### src/hw/rtl/tfdt_pkg.sv
// Shared constants and types for the triangle fragment depth test block.
// No dependencies; every other file imports this package.
`timescale 1ns / 1ps
`default_nettype none
package tfdt_pkg;

    // Frame and depth format
    localparam int FRAME_WIDTH  = 512;
    localparam int FRAME_HEIGHT = 512;
    localparam int DEPTH_BITS   = 24;
    localparam int STORE_SIZE   = FRAME_WIDTH * FRAME_HEIGHT;
    localparam int ZADDR_W      = $clog2(STORE_SIZE);
    localparam int PIX_W        = 9;
    localparam int FRAME_CMP_W  = 14;

    // Fixed point widths
    localparam int COORD_W = 16;              // Q10.5 vertex coordinate
    localparam int DIFF_W  = COORD_W + 1;     // coordinate difference
    localparam int AREA_W  = 2 * DIFF_W + 1;  // doubled area, signed
    localparam int ABS_W   = AREA_W;          // magnitude of the area
    localparam int W_W     = AREA_W + 1;      // edge weight, signed
    localparam int MA_W    = 19;              // multiplier operand a
    localparam int MB_W    = 25;              // multiplier operand b
    localparam int PROD_W  = MA_W + MB_W;
    localparam int WLO_W   = 17;              // low split of a weight
    localparam int SUM_W   = 60;              // weighted depth sum
    localparam int REM_W   = ABS_W + 1;       // divider remainder

    // Configuration port
    localparam int CFG_DW     = 64;
    localparam int CFG_AW     = 5;
    localparam int VERT_W     = 56;
    localparam int REG_IDX_W  = 2;
    localparam logic [REG_IDX_W-1:0] REG_VERTEX_FIRST  = 2'd0;
    localparam logic [REG_IDX_W-1:0] REG_VERTEX_SECOND = 2'd1;
    localparam logic [REG_IDX_W-1:0] REG_VERTEX_THIRD  = 2'd2;

    // Input operations
    localparam logic OP_DRAW  = 1'b0;
    localparam logic OP_CLEAR = 1'b1;

    localparam logic [DEPTH_BITS-1:0] DEPTH_FAR = '1;

    // Triangle setup as seen by the raster sequencer
    typedef struct packed {
        logic [2:0][COORD_W-1:0]    vx;
        logic [2:0][COORD_W-1:0]    vy;
        logic [2:0][DEPTH_BITS-1:0] vz;
        logic [ABS_W-1:0]           area_abs;
        logic                       area_neg;
        logic                       busy;
    } t_geom;

    // Depth store access
    typedef struct packed {
        logic                  rd_en;
        logic [ZADDR_W-1:0]    rd_addr;
        logic                  wr_en;
        logic [ZADDR_W-1:0]    wr_addr;
        logic [DEPTH_BITS-1:0] wr_data;
    } t_zreq;

endpackage
`default_nettype wire

### src/hw/rtl/tfdt_cfg.sv
// Vertex registers behind the APB port and the doubled-area derivation.
// Depends on tfdt_pkg.
`timescale 1ns / 1ps
`default_nettype none
module tfdt_cfg import tfdt_pkg::*; (
    input  wire logic              i_clk,
    input  wire logic              i_rst_n,
    input  wire logic              psel,
    input  wire logic              penable,
    input  wire logic              pwrite,
    input  wire logic [CFG_AW-1:0] paddr,
    input  wire logic [CFG_DW-1:0] pwdata,
    output logic      [CFG_DW-1:0] prdata,
    output logic                   pready,
    output t_geom                  o_geom
);

    logic [2:0][VERT_W-1:0] r_vert;
    logic [1:0]             r_phase;
    logic signed [2*DIFF_W-1:0] r_p0;
    logic [ABS_W-1:0]       r_abs;
    logic                   r_neg;

    logic                   wr_acc;
    logic [REG_IDX_W-1:0]   idx;
    logic signed [DIFF_W-1:0] ex1, ey1, ex2, ey2, ma, mb;
    logic signed [2*DIFF_W-1:0] prod;
    logic signed [AREA_W-1:0]   area;

    assign pready = 1'b1;
    assign wr_acc = psel & penable & pwrite & pready;
    assign idx    = paddr[CFG_AW-1:3];

    // Register write
    always_ff @(posedge i_clk) begin
        if (!i_rst_n) begin
            r_vert <= '0;
        end else if (wr_acc) begin
            unique case (idx)
                REG_VERTEX_FIRST:  r_vert[0] <= pwdata[VERT_W-1:0];
                REG_VERTEX_SECOND: r_vert[1] <= pwdata[VERT_W-1:0];
                REG_VERTEX_THIRD:  r_vert[2] <= pwdata[VERT_W-1:0];
                default: ;
            endcase
        end
    end

    // Read back
    always_comb begin
        unique case (idx)
            REG_VERTEX_FIRST:  prdata = CFG_DW'(r_vert[0]);
            REG_VERTEX_SECOND: prdata = CFG_DW'(r_vert[1]);
            REG_VERTEX_THIRD:  prdata = CFG_DW'(r_vert[2]);
            default:           prdata = '0;
        endcase
    end

    // Edge vectors from vertex 0
    assign ex1 = DIFF_W'($signed(r_vert[1][15:0])) - DIFF_W'($signed(r_vert[0][15:0]));
    assign ey1 = DIFF_W'($signed(r_vert[1][31:16])) - DIFF_W'($signed(r_vert[0][31:16]));
    assign ex2 = DIFF_W'($signed(r_vert[2][15:0])) - DIFF_W'($signed(r_vert[0][15:0]));
    assign ey2 = DIFF_W'($signed(r_vert[2][31:16])) - DIFF_W'($signed(r_vert[0][31:16]));

    // One multiplier, two phases: ex1*ey2, then subtract ey1*ex2
    assign ma   = (r_phase == 2'd1) ? ex1 : ey1;
    assign mb   = (r_phase == 2'd1) ? ey2 : ex2;
    assign prod = ma * mb;
    assign area = AREA_W'(r_p0) - AREA_W'(prod);

    always_ff @(posedge i_clk) begin
        if (!i_rst_n) begin
            r_phase <= 2'd0;
            r_abs   <= '0;
            r_neg   <= 1'b0;
        end else begin
            if (wr_acc && idx != 2'd3) begin
                r_phase <= 2'd1;
            end else if (r_phase == 2'd1) begin
                r_phase <= 2'd2;
            end else if (r_phase == 2'd2) begin
                r_phase <= 2'd0;
                r_neg   <= area[AREA_W-1];
                r_abs   <= area[AREA_W-1] ? ABS_W'(-area) : ABS_W'(area);
            end
        end
    end

    always_ff @(posedge i_clk) begin
        if (r_phase == 2'd1) begin
            r_p0 <= prod;
        end
    end

    // Setup to the sequencer
    always_comb begin
        for (int i = 0; i < 3; i++) begin
            o_geom.vx[i] = r_vert[i][15:0];
            o_geom.vy[i] = r_vert[i][31:16];
            o_geom.vz[i] = r_vert[i][32 +: DEPTH_BITS];
        end
        o_geom.area_abs = r_abs;
        o_geom.area_neg = r_neg;
        o_geom.busy     = (r_phase != 2'd0);
    end

endmodule
`default_nettype wire

### config.mk
export PLATFORM = sky130hd
export DESIGN_NAME = tfdt_cfg
export DESIGN_NICKNAME = d
export VERILOG_FILES = /design/src/hw/rtl/tfdt_pkg.sv /design/src/hw/rtl/tfdt_cfg.sv
export SDC_FILE = /design/constraint.sdc
export NUM_CORES = 2
export LEC_CHECK = 0
export ABC_CLOCK_PERIOD_IN_PS = 18400
export BUFFER_PORTS_ARGS = -buffer_cell sky130_fd_sc_hd__buf_4
export CORE_AREA = 2 2 252 254
export CTS_CLUSTER_SIZE = 10
export DETAILED_ROUTE_END_ITERATION = 10
export DIE_AREA = 0 0 254 256
export PLACE_DENSITY_LB_ADDON = 0.25
export SKIP_CTS_REPAIR_TIMING = 1
export SYNTH_ARGS = -nofsm -noshare
export SYNTH_HDL_FRONTEND = slang
export SYNTH_SLANG_ARGS = --single-unit
export TNS_END_PERCENT = 30
### constraint.sdc
create_clock -name i_clk -period 18.4 [get_ports i_clk]
set_input_delay 3.68 -clock i_clk [delete_from_list [all_inputs] [get_ports i_clk]]
set_output_delay 3.68 -clock i_clk [all_outputs]
set_load 0.02 [all_outputs]
==> qor.json <==
{
  "floorplan.rows": {"value": 92},
  "drt-met1-wl": {"value": 32900, "unit": "µm"},
  "maxCapViolations": {"value": 0},
  "cts_tree": {"value": "done"},
  "grt_max_degree": {"value": 101},
  "xor_xnor_share_of_the_synthesized_area": {"value": 4.55, "unit": "%"},
  "syn-instance-count": {"value": 3216},
  "drt-vias-per-instance": {"value": 5.09},
  "cp_num_buf_inv": {"value": 6},
  "postRouteAntennaNets": {"value": 0},
  "synthAdderAreaFrac": {"value": 32.0, "unit": "%"},
  "syn-mean-instance-area": {"value": 8.09, "unit": "µm²"},
  "holdWs": {"value": 0.463, "unit": "ns"},
  "totalWireLength": {"value": 73300, "unit": "µm"},
  "setup-tns-final": {"value": 0, "unit": "ns"},
  "worst_hold_path_type": {"value": "reg -> reg"},
  "synth_top_family_by_area": {"value": "adder cells"},
  "detailroute.via_count": {"value": 22006},
  "maxClockFrequency": {"value": 76.0, "unit": "MHz"},
  "layout.cells.most_common_list": {"value": "nand2_1 (625), inv_1 (465), buf_4 (351)"},
  "worst_pin_slew": {"value": 1.15, "unit": "ns"},
  "dp_slack": {"value": 5.31, "unit": "ns"},
  "clockRootBuffer": {"value": "clkbuf_16"},
  "final_layout_net_count": {"value": 4019},
  "initialDrtViolationCount": {"value": 1160},
  "number_of_top_level_pins": {"value": 344},
  "diodes": {"value": 0},
  "syn-cell-area": {"value": 26000, "unit": "µm²"},
  "min_delay_worst_endpoint": {"value": "r_abs[34]"},
  "crit_top_cell": {"value": "o21ai_0"},
  "outcome": {"value": "finished clean"},
  "final.min_clock_period": {"value": 13.15, "unit": "ns"},
  "drv_slew": {"value": 0},
  "ys_warn_count": {"value": 0},
  "finalNonFillerCells": {"value": 4325},
  "number_of_antenna_violations_at_the_first_check_in_global_routing": {"value": 0},
  "grt_overflow_total": {"value": 0},
  "final_critical_path_setup_slack": {"value": 5.25, "unit": "ns"},
  "setup_cp_type": {"value": "reg -> reg"},
  "firstDrtPassIters": {"value": 5},
  "met2WireLength": {"value": 33500, "unit": "µm"},
  "startpoint_type": {"value": "flop"},
  "number_of_inserted_filler_cells_in_the_final_layout": {"value": 6251},
  "cts_max_path_buffers": {"value": 3},
  "synthFlopType": {"value": "dfxtp_1"},
  "synth_compound_area_share": {"value": 14.2, "unit": "%"},
  "drt-wirelength-per-cell": {"value": 16.9, "unit": "µm"},
  "dp_hpwl": {"value": 57800, "unit": "µm"},
  "top_routing_layer_in_use": {"value": "met4"},
  "worstHoldStart": {"value": "r_abs[34]"},
  "cts_htree_levels": {"value": 1},
  "place.port_buffers": {"value": 323},
  "crit_required": {"value": 18.92, "unit": "ns"},
  "ys_seq_area_share": {"value": 19.8, "unit": "%"},
  "grt_pass1_wl": {"value": 119000, "unit": "µm"},
  "synth_edf_count": {"value": 34},
  "timing.final.setup_violations": {"value": 0},
  "layout.cells.most_common": {"value": "nand2_1"},
  "slew_headroom": {"value": 21.0, "unit": "%"},
  "fin_skew": {"value": 0.0168, "unit": "ns"},
  "postSynth.asyncResetShare": {"value": 0, "unit": "%"},
  "gate_family_responsible_for_the_most_delay_along_the_worst_path": {"value": "compound AO/OA/AOI/OAI gates"},
  "reg2reg_to": {"value": "r_abs[21]"},
  "r2r-start": {"value": "o_geom[141]"},
  "detail_route.drc_violations": {"value": 0},
  "number_of_buffers_created_by_cts": {"value": 30},
  "r2r_slack": {"value": 5.25, "unit": "ns"},
  "die-height": {"value": 256, "unit": "µm"},
  "design.die.area": {"value": 65000, "unit": "µm²"},
  "place_inst": {"value": 4280},
  "clkTransAtPathRegs": {"value": 0.06, "unit": "ns"},
  "coreArea": {"value": 62400, "unit": "µm²"},
  "worstRegToRegCells": {"value": 50},
  "hold-path-cell-count": {"value": 2},
  "post_synth_and_or_nand_nor_area_fraction": {"value": 16.8, "unit": "%"},
  "die_x": {"value": 254, "unit": "µm"},
  "floorplan.initialDensity": {"value": 41.7, "unit": "%"},
  "place.gp.congestion": {"value": 0.887},
  "grt_usage": {"value": 22.6, "unit": "%"},
  "setup_repair_after_global_routing_missed_its_margin": {"value": "false"},
  "cts.sink_count": {"value": 240},
  "post_route_cells_drive_above_1_share": {"value": 13.1, "unit": "%"},
  "post_synth_mux_area_share": {"value": 3.64, "unit": "%"},
  "critPathMaxStageDelay": {"value": 0.64, "unit": "ns"},
  "crit_slowest_cell": {"value": "o31ai_4"},
  "end_kind": {"value": "flop"},
  "synthToLayoutAreaGrowth": {"value": 15.6, "unit": "%"},
  "synth-seq-cells": {"value": 240},
  "grt_pass1_vias": {"value": 22014},
  "timing.final.hold_violations": {"value": 0},
  "met3_length": {"value": 5010, "unit": "µm"},
  "crit_fanout": {"value": 18},
  "synth.distinct_cells": {"value": 95},
  "worstPathArrival": {"value": 13.67, "unit": "ns"},
  "finalCritPeriodShare": {"value": 71.5, "unit": "%"},
  "clk_latency": {"value": 0.60, "unit": "ns"}
}
[cell usage after synthesis, drive strengths merged, types with 4 or more instances]
cell type  instances  area (µm²)
o31ai              9        81.3
a211oi            11        87.6
nor3              21         110
a31oi             14         109
inv              466        1750
ha               177        2210
a21oi            282        1430
nand4             14        93.8
o31a               4        36.3
edfxtp            34        1020
nand2            627        2360
a41oi              4        35.0
nand2b            32         200
o21bai             8        60.1
nand3             24         125
a21o              24         180
xnor2             75         657
nor2             212         796
nor2b             28         175
o21a              23         173
or3                5        31.3
mux2i             74         741
maj3               6        65.1
o211ai            13        97.6
clkbuf           101         379
a2111oi            5        43.8
and4               4        37.5
mux2              18         206
xor2              55         482
dfxtp            206        4120
fa               302        6050
buf               39         231
a21boi            23         173
o21ai            177         886
or2                9        56.3
and2              23         146
nor4               9        68.8
and3               9        56.3
[layer usage]
metal,up-vias,global-route usage (%)
met4,0,5.54
met2,615,37.1
li1,10795,-
met3,92,4.46
met1,10504,30.6
met5,-,0
[worst min-delay path: cells and delay by family, from the launching register on]
kind | cells | cell delay [ns]
flip-flops | 1 | 0.31
AO/OA/AOI/OAI | 1 | 0.05
AND/OR/NAND/NOR | 1 | 0.05
[layout make-up]
type	instances	area [µm²]	area share [%]
Tap cell	846	1060	3.52
Sequential cell	240	5140	17.1
Clock inverter	4	52.6	0.175
Multi-Input combinational cell	2376	18600	61.9
Clock buffer	41	812	2.70
Timing Repair Buffer	351	2640	8.76
Inverter	467	1760	5.85
[registers in the layout, indices dropped and copies added (netlist names)]
| name | count |
|---|---|
| r_p0 | 34 |
| o_geom | 168 |
| r_abs | 35 |
| r_neg | 1 |
| r_phase | 2 |
[per-stage QoR]
step	cell area (µm²)	utilization [%]
after floorplan	26100	-
after global placement	29200	46.8
after detailed placement	29200	46.8
after CTS	30100	48.2
after global routing	30100	48.2
final	30100	48.2
[cells by family after synthesis]
kind of cell | Yosys count
adder cells (fa/ha/maj) | 485
XOR/XNOR | 132
flip-flops | 240
other | 2
buffers and inverters | 607
multiplexers | 92
AND/OR/NAND/NOR | 1031
AO/OA/AOI/OAI | 627
[worst max-delay path by stage]
stage	startpoint	endpoint	slack (ns)	cells past startpoint
2_1_floorplan	o_geom[158]	r_abs[32]	6.92	51
3_3_place_gp	o_geom[141]	r_abs[31]	5.43	50
3_5_place_dp	o_geom[141]	r_abs[31]	5.31	50
4_1_cts	o_geom[141]	r_abs[21]	5.26	50
5_1_grt	o_geom[141]	r_abs[27]	4.16	52
6_report	o_geom[141]	r_abs[21]	5.25	50
Power is not shown: default switching activity piles up to over one toggle a cycle in this logic, so the estimate is an artifact.
